--- config.mk ---
export PLATFORM = sky130hd
export DESIGN_NAME = line_intersection_detector_core
export DESIGN_NICKNAME = d
export VERILOG_FILES = /design/src/design/lid_pkg.sv /design/src/design/lid_side.sv /design/src/design/line_intersection_detector_core.sv
export SDC_FILE = /design/constraint.sdc
export NUM_CORES = 1
export LEC_CHECK = 0
export BUFFER_PORTS_ARGS = -buffer_cell sky130_fd_sc_hd__buf_2
export CORE_MARGIN = 3
export CORE_UTILIZATION = 34
export CTS_CLUSTER_DIAMETER = 50
export DETAILED_ROUTE_END_ITERATION = 8
export GPL_TIMING_DRIVEN = 1
export MAX_ROUTING_LAYER = met4
export PLACE_DENSITY = 0.51
export SYNTH_ARGS = -nofsm -noshare
export SYNTH_HDL_FRONTEND = slang
export SYNTH_HIERARCHICAL = 1
export SYNTH_SLANG_ARGS = --single-unit
--- constraint.sdc ---
create_clock -name i_clk -period 7 [get_ports i_clk]
set_clock_uncertainty 0.05 [all_clocks]
set_input_delay 0.35 -clock i_clk [delete_from_list [all_inputs] [get_ports i_clk]]
set_output_delay 0.35 -clock i_clk [all_outputs]
set_load 0.02 [all_outputs]
--- src/design/lid_pkg.sv ---
`default_nettype none

package lid_pkg;

    localparam int unsigned THRESHOLD_W = 3;
    localparam int unsigned HOLDOFF_W   = 16;
    localparam int unsigned TIME_W      = 32;
    localparam int unsigned TOTAL_W     = 8;
    localparam int unsigned CFG_DATA_W  = 16;
    localparam int unsigned CFG_IDX_W   = 1;

    localparam logic [CFG_IDX_W-1:0] REG_DETECT_THRESHOLD = 1'd0;
    localparam logic [CFG_IDX_W-1:0] REG_HOLDOFF_TIME     = 1'd1;

    localparam logic [THRESHOLD_W-1:0] THRESHOLD_RESET = 3'd2;
    localparam logic [HOLDOFF_W-1:0]   HOLDOFF_RESET   = 16'd1000;
    localparam logic [TOTAL_W-1:0]     TOTAL_MAX       = 8'd255;

    typedef struct packed {
        logic              left_bit;
        logic              right_bit;
        logic [TIME_W-1:0] now_ms;
    } t_lid_in;

    typedef struct packed {
        logic               left_event;
        logic               right_event;
        logic [TOTAL_W-1:0] left_total;
        logic [TOTAL_W-1:0] right_total;
    } t_lid_out;

    typedef struct packed {
        logic [THRESHOLD_W-1:0] detect_threshold;
        logic [HOLDOFF_W-1:0]   holdoff_time;
    } t_lid_cfg;

endpackage

`default_nettype wire

--- src/design/lid_side.sv ---
`default_nettype none

module lid_side
    import lid_pkg::*;
#(
    parameter int unsigned WINDOW = 5
) (
    input  wire logic               i_clk,
    input  wire logic               i_rst_n,
    input  wire logic               i_en,
    input  wire logic               i_bit,
    input  wire logic [TIME_W-1:0]  i_now_ms,
    input  wire t_lid_cfg           i_cfg,
    output logic                    o_event,
    output logic [TOTAL_W-1:0]      o_total
);

    localparam int unsigned ONES_W = $clog2(WINDOW + 1);
    localparam int unsigned CMP_W  = (ONES_W > THRESHOLD_W) ? ONES_W : THRESHOLD_W;

    logic [WINDOW-1:0]  r_window, n_window;
    logic [ONES_W-1:0]  r_ones, n_ones;
    logic               r_ready, n_ready;
    logic [TIME_W-1:0]  r_mark, n_mark;
    logic [TOTAL_W-1:0] r_total, n_total;

    logic               pushed;
    logic               oldest;
    logic [WINDOW-1:0]  shifted;
    logic [ONES_W-1:0]  ones_sh;
    logic [TIME_W-1:0]  elapsed;
    logic               hit;

    always_comb begin
        oldest  = r_window[WINDOW-1];
        pushed  = r_ready & i_bit;
        shifted = (r_window << 1) | WINDOW'(pushed);
        ones_sh = r_ones + ONES_W'(pushed) - ONES_W'(oldest);
        elapsed = i_now_ms - r_mark;
        hit     = (CMP_W'(ones_sh) == CMP_W'(i_cfg.detect_threshold));

        n_window = shifted;
        n_ones   = ones_sh;
        n_ready  = r_ready | (elapsed > TIME_W'(i_cfg.holdoff_time));
        n_mark   = r_mark;
        n_total  = r_total;
        if (hit) begin
            n_window = '0;
            n_ones   = '0;
            n_ready  = 1'b0;
            n_mark   = i_now_ms;
            if (r_total != TOTAL_MAX) begin
                n_total = r_total + TOTAL_W'(1);
            end
        end
        o_event = hit;
        o_total = n_total;
    end

    always_ff @(posedge i_clk) begin
        if (!i_rst_n) begin
            r_window <= '0;
            r_ones   <= '0;
            r_ready  <= 1'b1;
            r_mark   <= '0;
            r_total  <= '0;
        end else if (i_en) begin
            r_window <= n_window;
            r_ones   <= n_ones;
            r_ready  <= n_ready;
            r_mark   <= n_mark;
            r_total  <= n_total;
        end
    end

endmodule

`default_nettype wire

--- src/design/line_intersection_detector_core.sv ---
// each result is registered and presented in the cycle after its input transfer
// throughput: one item per cycle while i_ready stays high; the output register refills on the cycle it is taken
// each side does one window shift, one ones count update and one 32-bit time compare per item
// reset (synchronous, active low): windows and counts cleared, totals zero, both sides ready,
// threshold 2, hold-off 1000 ms, output register empty
`default_nettype none

module line_intersection_detector_core
    import lid_pkg::*;
#(
    parameter int unsigned WINDOW = 5
) (
    input  wire logic                  i_clk,
    input  wire logic                  i_rst_n,
    input  wire logic                  i_cfg_we,
    input  wire logic [CFG_IDX_W-1:0]  i_cfg_idx,
    input  wire logic [CFG_DATA_W-1:0] i_cfg_data,
    input  wire logic                  i_valid,
    output logic                       o_ready,
    input  wire t_lid_in               i_in,
    output logic                       o_valid,
    input  wire logic                  i_ready,
    output t_lid_out                   o_out
);

    t_lid_cfg           r_cfg;
    t_lid_out           r_out, n_out;
    logic               r_out_valid;
    logic               accept;
    logic               left_event;
    logic               right_event;
    logic [TOTAL_W-1:0] left_total;
    logic [TOTAL_W-1:0] right_total;

    always_comb begin
        o_ready = !r_out_valid || i_ready;
        accept  = i_valid && o_ready;
        o_valid = r_out_valid;
        o_out   = r_out;

        n_out.left_event  = left_event;
        n_out.right_event = right_event;
        n_out.left_total  = left_total;
        n_out.right_total = right_total;
    end

    always_ff @(posedge i_clk) begin
        if (!i_rst_n) begin
            r_cfg.detect_threshold <= THRESHOLD_RESET;
            r_cfg.holdoff_time     <= HOLDOFF_RESET;
        end else if (i_cfg_we) begin
            case (i_cfg_idx)
                REG_DETECT_THRESHOLD: begin
                    r_cfg.detect_threshold <= i_cfg_data[THRESHOLD_W-1:0];
                end
                REG_HOLDOFF_TIME: begin
                    r_cfg.holdoff_time <= i_cfg_data[HOLDOFF_W-1:0];
                end
                default: begin
                end
            endcase
        end
    end

    lid_side #(
        .WINDOW (WINDOW)
    ) u_left (
        .i_clk    (i_clk),
        .i_rst_n  (i_rst_n),
        .i_en     (accept),
        .i_bit    (i_in.left_bit),
        .i_now_ms (i_in.now_ms),
        .i_cfg    (r_cfg),
        .o_event  (left_event),
        .o_total  (left_total)
    );

    lid_side #(
        .WINDOW (WINDOW)
    ) u_right (
        .i_clk    (i_clk),
        .i_rst_n  (i_rst_n),
        .i_en     (accept),
        .i_bit    (i_in.right_bit),
        .i_now_ms (i_in.now_ms),
        .i_cfg    (r_cfg),
        .o_event  (right_event),
        .o_total  (right_total)
    );

    // output register, refilled on the same cycle it is taken
    always_ff @(posedge i_clk) begin
        if (!i_rst_n) begin
            r_out_valid <= 1'b0;
        end else if (o_ready) begin
            r_out_valid <= i_valid;
        end
    end

    always_ff @(posedge i_clk) begin
        if (accept) begin
            r_out <= n_out;
        end
    end

endmodule

`default_nettype wire
* Yosys cells after proc, flatten, opt, wreduce, memory -nomap -nowiden *
Index checks and enable logic that the tools add are counted.

storage, ports and cells
  register bits after elaboration = 136
  latch bits = 0
  RAM bits = 0
  memory bits (read-only) = 0
  input bits = 56
  output and inout port bits = 20
  logic and storage cells = 55
  memories = 0

cells by class
  $add $sub $neg = 8
  multiply operators = 0
  div/mod/pow operators = 0
  magnitude comparators = 2
  eq/ne operators = 4
  shift-type cells = 0
  muxes and demuxes = 10
  bitwise gates (word level) = 7
  reduce and logical (&&, ||, !) cells = 7

operators with widths
  cell                                          number
  greater-than comparator 32 x 16 -> 1 bit      2
  subtractor 32 bit                             2
  2-to-1 mux 8 bit                              4
  adder 8 x 1 -> 8 bit (second input constant)  2
  != test 8 bit (second input constant)         2
  2-to-1 mux 5 bit                              2
  OR 5 x 1 -> 5 bit                             2
  AND reduction 2 bit                           4
  adder 3 x 1 -> 3 bit                          2
  equality test 3 bit                           2
  2-to-1 mux 3 bit                              2
  subtractor 3 x 1 -> 3 bit                     2
  AND 1 bit                                     2
  2-to-1 mux 1 bit                              2
  OR 1 bit                                      2
  logical AND 1 bit                             1
  zero test 1 bit                               1
  logical OR 1 bit                              1
  NOT 1 bit                                     1

* Logic depth before layout (Yosys ltp) *
Gate-level depths: netlist (run 1).

  word-level depth = 5
  depth in mapped cells = 21
  gate-level depth less buffers = 21

* Hierarchy *
The synthesis (run 1) kept the hierarchy.

by module, submodules not included
  module                           instances  cells an instance  area each (um2)
  lid_side at u_right              1          627                4734.5
  lid_side at u_left               1          628                4672.0
  line_intersection_detector_core  1          108                1386.3

* Worst setup path after synthesis (run 1) *
No wires, ideal clock.

  path kind = input -> register
  start point = input port i_in[3] (netlist name)
  end point = register u_left.r_ready
  data arrival time = 4.153 ns
  required time = 6.826 ns
  path slack = 2.673 ns
  stages = 20
  path buffers = 0
  path through = ha_1 > a21o_1 > a21oi_1 > nand2_1 > and2_1 > o21ai_0 > a21oi_1 > o21a_1 > nor2_1 > xnor2_1 > ha_1 > and4_1 > nand3_1 > or2_2 > a32o_1 > nor4_2 > o2111ai_1 > or4_1 > nor4_1 > a21oi_1

on the way
  word-level cells in the longest chain between the ends = 4

RTL lines
  item                                      line                                   text
  start: declaration                        line_intersection_detector_core.sv:20  input wire t_lid_in i_in,
  subtractor 32 bit                         lid_side.sv:39                         elapsed = i_now_ms - r_mark;
  greater-than comparator 32 x 16 -> 1 bit  lid_side.sv:44                         n_ready = r_ready | (elapsed > TIME_W'(i_cfg.holdoff_time));
  OR 1 bit                                  lid_side.sv:44
  2-to-1 mux 1 bit                          lid_side.sv:47                         if (hit) begin
  end signal: assignment                    lid_side.sv:70                         r_ready <= n_ready;
  end: declaration                          lid_side.sv:23                         logic r_ready, n_ready;

No other way between the ends.
A chain may end at the register's enable or synchronous reset.

* Worst setup path after layout (run 1) *
  start point = register u_left.r_mark[1]
  end point = register u_left.r_ready

on the way
  word-level cells in the longest chain between the ends = 4

RTL lines
  item                                      line            text
  start: declaration                        lid_side.sv:24  logic [TIME_W-1:0] r_mark, n_mark;
  start signal: assignment                  lid_side.sv:71  r_mark <= n_mark;
  subtractor 32 bit                         lid_side.sv:39
  greater-than comparator 32 x 16 -> 1 bit  lid_side.sv:44
  OR 1 bit                                  lid_side.sv:44
  2-to-1 mux 1 bit                          lid_side.sv:47

No other way between the ends.

==> results of run 1 <==
## worst min-delay path by stage
stage	endpoint	cells after the start	slack, ns	startpoint
floorplan	r_cfg[11]$_SDFFE_PN0P_	2	0.39	r_cfg[11]$_SDFFE_PN0P_
global placement	u_right/r_mark[17]$_SDFFE_PN0P_	2	0.40	u_right/r_mark[17]$_SDFFE_PN0P_
detailed placement	u_left/r_mark[14]$_SDFFE_PN0P_	2	0.41	u_left/r_mark[14]$_SDFFE_PN0P_
CTS	r_cfg[6]$_SDFFE_PN1P_	3	0.09	i_cfg_data[6]
global route	r_cfg[9]$_SDFFE_PN1P_	3	0.12	i_cfg_data[9]
finish	r_cfg[6]$_SDFFE_PN1P_	3	0.11	i_cfg_data[6]
## area by class of cell
type                    instances  area (um^2)
well taps                     396          495
diodes                          1         2.50
clock inverters                13          193
repair buffers                 80          415
inverters                     134          503
flip-flops and latches        136         2900
fillers                      3204        18900
multi-input cells            1029         7040
clock buffers                  19          433
## per-stage QoR
stage	util	setup WS, ns	hold slack, ns	total power [uW]	instance area (um^2)
floorplan	-	2.67	0.391	1280	10800
global placement	0.367	2.24	0.402	1420	11400
detailed placement	0.367	2.17	0.408	1420	11400
CTS	0.388	2.28	0.0902	2430	12000
global route	0.388	1.91	0.117	2530	12000
finish	0.388	2.27	0.109	2400	12000
## synth_stat cells, types with 18 or more instances
cell type	number
dfxtp_1	118
nand2_1	226
a21boi_0	83
edfxtp_1	18
clkbuf_1	38
xor2_1	24
ha_1	100
xnor2_1	42
inv_1	132
a21oi_1	84
nor2_1	56
nor2b_1	20
o21ai_0	40
nand3_1	51
nand4_1	31
## per-layer routing
layer / share of wire / vias up
met2: 0.46 / 202
met1: 0.49 / 4517
met4: 0.022 / 0
li1: - / 4817
met5: 0 / -
met3: 0.034 / 39
## registers in the layout, indices dropped and copies added, names as in the netlist
signal,count
u_left/r_ones,3
u_left/r_ready,1
u_right/r_ready,1
u_right/r_window,5
u_left/r_window,5
u_right/r_mark,32
u_right/r_total,8
o_valid,1
r_cfg,19
o_out,18
u_left/r_total,8
u_left/r_mark,32
u_right/r_ones,3
## cells in the final DEF, fill, tap and decap left out, types with 13 or more instances in the layout
| cell type | count |
|---|---|
| nor3_1 | 14 |
| a21boi_0 | 83 |
| nor2_1 | 56 |
| clkbuf_16 | 17 |
| buf_2 | 74 |
| nand3_1 | 51 |
| inv_1 | 132 |
| nand2b_1 | 14 |
| dfxtp_1 | 118 |
| a21oi_1 | 84 |
| o211ai_1 | 15 |
| xor2_1 | 24 |
| edfxtp_1 | 18 |
| ha_1 | 100 |
| nand2_1 | 225 |
| and2_1 | 14 |
| mux2i_1 | 16 |
| nor2b_1 | 20 |
| o21ai_0 | 40 |
| xnor2_1 | 42 |
| a21o_1 | 15 |
| o21a_1 | 13 |
| nand4_1 | 31 |
## logic make-up (layout without fill, tap and decap cells)
family                   Yosys count  after routing  synth area share
adder cells (fa/ha/maj)          104            104             0.123
multiplexers                      23             23            0.0221
other                              0              1                 0
AO/OA/AOI/OAI                    345            345             0.231
buffers and inverters            198            246            0.0803
flip-flops                       136            136             0.269
XOR/XNOR                          67             67            0.0551
AND/OR/NAND/NOR                  490            490             0.219
## critical path: cells and delay by family, from the launching register on
| kind | cells | cell delay (ns) |
|---|---|---|
| flops | 1 | 0.38 |
| fa+ha+maj | 2 | 0.55 |
| buf+inv | 1 | 0.07 |
| simple gates | 10 | 2.21 |
| xor+xnor | 1 | 0.08 |
| compound gates | 7 | 1.27 |
## power by group
part / switching, uW / internal [uW]
Sequential: 19.2 / 820
Combinational: 351 / 225
Clock: 388 / 602
Total: 757 / 1650
==> impl_metrics.ini, run 1 <==
[floorplanning]
start_util = 0.349
core_mm2 = 0.0309
dieArea_mm2 = 0.0339
ios = 76
die_h_um = 184
rows = 64
die_x_um = 184

[drt]
vias = 9575
dr.pass1.iters = 5
routed_wl_mm = 30.2
wl_per_cell_um = 16.7
drtAntennaViolNets = 0
vias_per_cell = 5.30
drc = 0
dr.first_iter.drc_count = 649

[synthesis]
yosys.area.top_type = dfxtp_1
async_flop_share = 0
synthDistinctLibCells = 81
synth_top_area_share = 0.219
synthesis.area_mm2 = 0.0108
yosysSeqAreaShare = 0.269
synth_edf_count = 18
synthCells = 1363
synth_ff_type = dfxtp_1
syn_area_per_cell_um2 = 7.92
synth_nets = 1523
ys_seq_elements = 136
yosysWarningCount = 6
synthTopCellsByArea = dfxtp_1 22%, ha_1 12%, nand2_1 7.9%

[global_route]
grt_util_met2 = 0.285
use_met1 = 0.247
antenna_found_initial = 1
grt_pass1_vias = 8988
use_met3 = 0.0288
grt_usage = 0.184
grt_pass1_wl_mm = 48.3
grt-busiest-layer = met2
gr-total-overflow = 0
grt_max_degree = 69

[worst_setup_path]
cp_slowest_cell = or4_1
cp_max_fo = 3
r2r_end = u_left/r_ready$_SDFFE_PN1P_
cp-start-kind = flop
reg2reg_from = u_left/r_mark[1]$_SDFFE_PN0P_
slowest_delay_ns = 0.53
worst-setup-path-type = reg2reg
cp_cell_sequence = inv_1 -> ha_1 -> nor2b_1 -> o2111ai_1 -> nand2_1 -> and2_1 -> o21ai_0 -> a21oi_1 -> o21a_1 -> nor2_1 -> xnor2_1 -> ha_1 -> and4_1 -> nand3_1 -> or2_2 -> a32o_1 -> nor4_2 -> o2111ai_1 -> or4_1 -> nor4_1 -> a21oi_1
worst_ep_arrival_time_ns = 4.99
critical_path_required_ns = 7.26
crit_end = u_left/r_ready$_SDFFE_PN1P_
critPathLaunch = u_left/r_mark[1]$_SDFFE_PN0P_
endpoint_kind = flop
ff2ff_path_depth = 21
regToRegSetupSlack_ns = 2.27

[outcome]
status = finished, final reports clean

[power]
leakage_uw = 0.00461
power_density_mw_per_mm2 = 201
ir_worst_vdd_uv = 173

[sta]
setup_viol = 0
setup_tns_ns = 0
tightest_slew_ns = 0.881
min_period_over_period = 0.675
maxSlewViolCount = 0
clock.fmax_mhz = 212
final.min_clock_period_ns = 4.73
rsz0062_at_grt = false
relSlewSlack = 0.411
hold_violations = 0

[placed_design]
gp_congestion = 0.912
dp_hpwl_mm = 22.6
place_inst = 1775
port-buffer-count = 75

[final_layout]
area_delta_synth_final_pct = 11.0
drive_gt1_frac = 0.123
fin_nets = 1558
fin_cells = 1808

[clock_network]
cts_buffers = 17
post-cts-setup-buffer-count = 0
cts_tree = built
htree_levels = 4
cts_buffer_depth = 2
cts_root_buf = clkbuf_16
clkSinkCount = 136
insertion_delay_ns = 0.43
cts_hold_buf = 0
ctsResizeCount = 0
clk_pin_slew_ns = 0.07

[worst_hold_path]
holdCritPathClass = in2reg

[flow_run]
cap_violations = 0
Note: power is estimated with default switching activity, not from simulation.
==> run 2, diff against run 1 <==
--- a/config.mk
+++ b/config.mk
@@ -12,7 +12,7 @@
 export DETAILED_ROUTE_END_ITERATION = 8
 export GPL_TIMING_DRIVEN = 1
 export MAX_ROUTING_LAYER = met4
-export PLACE_DENSITY = 0.51
+export PLACE_DENSITY = 0.53
 export SYNTH_ARGS = -nofsm -noshare
 export SYNTH_HDL_FRONTEND = slang
 export SYNTH_HIERARCHICAL = 1
==> constraint.sdc (replaced) <==
create_clock -name i_clk -period 3.9 [get_ports i_clk]
set_clock_uncertainty 0.05 [all_clocks]
set_input_delay 0.195 -clock i_clk [delete_from_list [all_inputs] [get_ports i_clk]]
set_output_delay 0.195 -clock i_clk [all_outputs]
set_load 0.02 [all_outputs]
==> run 2 against run 1 <==
Effect of this change:
- the flow now finishes with violations (setup timing)
- clock-buffer cell count up 2
- combinational power grew 110%
- largest power group unchanged
- critical path type unchanged
- power rose by 81%
- non-clock buffer count up 119
- fmax rose by 12%
- critical endpoint unchanged
- core utilization rose by 3.5 points
- highest routed layer unchanged
- worst setup slack worse by 2.6 ns
==> impl_metrics.ini, run 2 (synthesis gave the netlist of run 1 again) <==
[outcome]
status = finished with violations
violations = setup timing

[clock_network]
clkSinkCount = 136
cts_root_buf = clkbuf_16
clk_pin_slew_ns = 0.07
cts_tree = built
cts_buffer_depth = 2
htree_levels = 4
cts_buffers = 17
insertion_delay_ns = 0.43

[drt]
dr.pass1.iters = 5
drc = 0
wl_per_cell_um = 16.3
drtAntennaViolNets = 0
routed_wl_mm = 31.4
dr.first_iter.drc_count = 659
vias = 9902
vias_per_cell = 5.14

[floorplanning]
die_x_um = 184
start_util = 0.349
die_h_um = 184
dieArea_mm2 = 0.0339
core_mm2 = 0.0309
rows = 64
ios = 76

[placed_design]
gp_congestion = 0.914
port-buffer-count = 75
dpl_cell_area_mm2 = 0.0122
place_ws_ns = -0.512
dp_hpwl_mm = 23.8

[global_route]
gr-total-overflow = 0
antenna_found_initial = 0
grt_pass1_wl_mm = 50.5
grt_pass1_vias = 9516
grt_usage = 0.192
grt_max_degree = 78

[final_layout]
regArea_mm2 = 0.00291
multi_input_area_mm2 = 0.00723
nFillCells = 3133
final_area_mm2 = 0.0131
final_common_cell = nand2_1
diodes = 0
area_delta_synth_final_pct = 21.1
reg_top3 = u_left/r_mark x32, u_right/r_mark x32, r_cfg x19
fin_nets = 1677
drive_gt1_frac = 0.205
final_cell_mix = 226 x nand2_1, 130 x inv_1, 114 x dfxtp_1

[worst_hold_path]
holdCritPathClass = in2reg

[sta]
tightest_slew_ns = 0.807
hold_ws_ns = 0.0147
rsz0062_at_grt = true
hold_violations = 0
clock.fmax_mhz = 237
setup_viol = 1
worst_slack_ns = -0.324
min_period_over_period = 1.08
setup_tns_ns = -0.324
maxSlewViolCount = 0
final.min_clock_period_ns = 4.22
relSlewSlack = 0.462

[worst_setup_path]
cp-start-kind = flop
endpoint_kind = flop
worst_ep_arrival_time_ns = 4.49
worst-setup-path-type = reg2reg
critical_path_required_ns = 4.16
cp_max_fo = 3

[power]
ir_worst_vdd_uv = 300
leakage_uw = 0.00520
power_density_mw_per_mm2 = 332
power_uw = 4340

[flow_run]
cap_violations = 0
run 2: cell types whose count changed in the layout (fill, tap and decap cells not counted), moves of 3 or more:
| cell | previous run | this run |
|---|---|---|
| a21oi_1 | 84 | 78 |
| a21oi_2 | 5 | 10 |
| buf_4 | 6 | 112 |
| bufinv_16 | 4 | 1 |
| dfxtp_1 | 118 | 114 |
| dfxtp_2 | 0 | 4 |
| dlygate4sd3_1 | 0 | 13 |
| ha_1 | 100 | 95 |
| ha_4 | 0 | 4 |
| o21ai_0 | 40 | 34 |
| o21ai_1 | 6 | 10 |
run 2: worst paths after layout:
check / start / endpoint / slack (ns) / cells after the start
setup / recovery: u_left/r_mark[1]$_SDFFE_PN0P_ / u_left/r_ready$_SDFFE_PN1P_ / -0.32 / 20
setup reg to reg: u_left/r_mark[1]$_SDFFE_PN0P_ / u_left/r_ready$_SDFFE_PN1P_ / -0.32 / 20
hold reg to reg: u_right/r_mark[20]$_SDFFE_PN0P_ / u_right/r_mark[20]$_SDFFE_PN0P_ / 0.41 / 2
hold / removal: i_cfg_data[9] / r_cfg[9]$_SDFFE_PN1P_ / 0.01 / 3
run 2: critical path, stage by stage (launching register included):
cell       delay [ns]
dfxtp_2          0.34
inv_1            0.04
ha_1             0.26
nor2b_4          0.13
o2111ai_2        0.20
nand2_1          0.10
and2_4           0.15
o21ai_4          0.14
a21oi_2          0.08
o21a_1           0.17
nor2_2           0.09
xnor2_1          0.12
ha_1             0.26
and4_1           0.17
a221o_1          0.31
a32o_2           0.28
nor4_4           0.28
o2111ai_1        0.15
or4_1            0.43
nor4_2           0.26
a21oi_1          0.09
run 2: timing repair:
action                                 CTS  global route
gates resized for setup                 25            13
setup buffers                            1             2
cloned                                   0             0
hold buffers                            13             0
endpoints found under the hold margin   13             0
pin swaps                               28            23
setup endpoints to repair                2             2
run 2: power breakdown:
group / switching [uW] / internal, uW
registers: 32.5 / 1470
logic: 669 / 513
clock network: 696 / 960
total: 1400 / 2940
run 2: area by class of cell:
class                      count  area share
timing repair buffer         199       0.103
clock inverter                11     0.00842
multi-input combinational   1029       0.553
sequential                   136       0.222
tap                          396      0.0379
inverter                     134      0.0385
clock buffer                  21      0.0369
run 2: stage by stage:
step	cells	util
final	1926	0.423
after global routing	1926	0.423
after CTS	1924	0.420
after detailed placement	1878	0.394
after global placement	1878	0.394
after floorplan	1363	-
run 2: per-layer routing:
layer,GRT usage,share of wire,up-vias,wire [um]
met5,-,0,-,0
met1,0.259,0.49,4678,15300
li1,-,-,5056,-
met3,0.0255,0.030,30,931
met2,0.305,0.47,138,14600
met4,0.0505,0.016,0,507
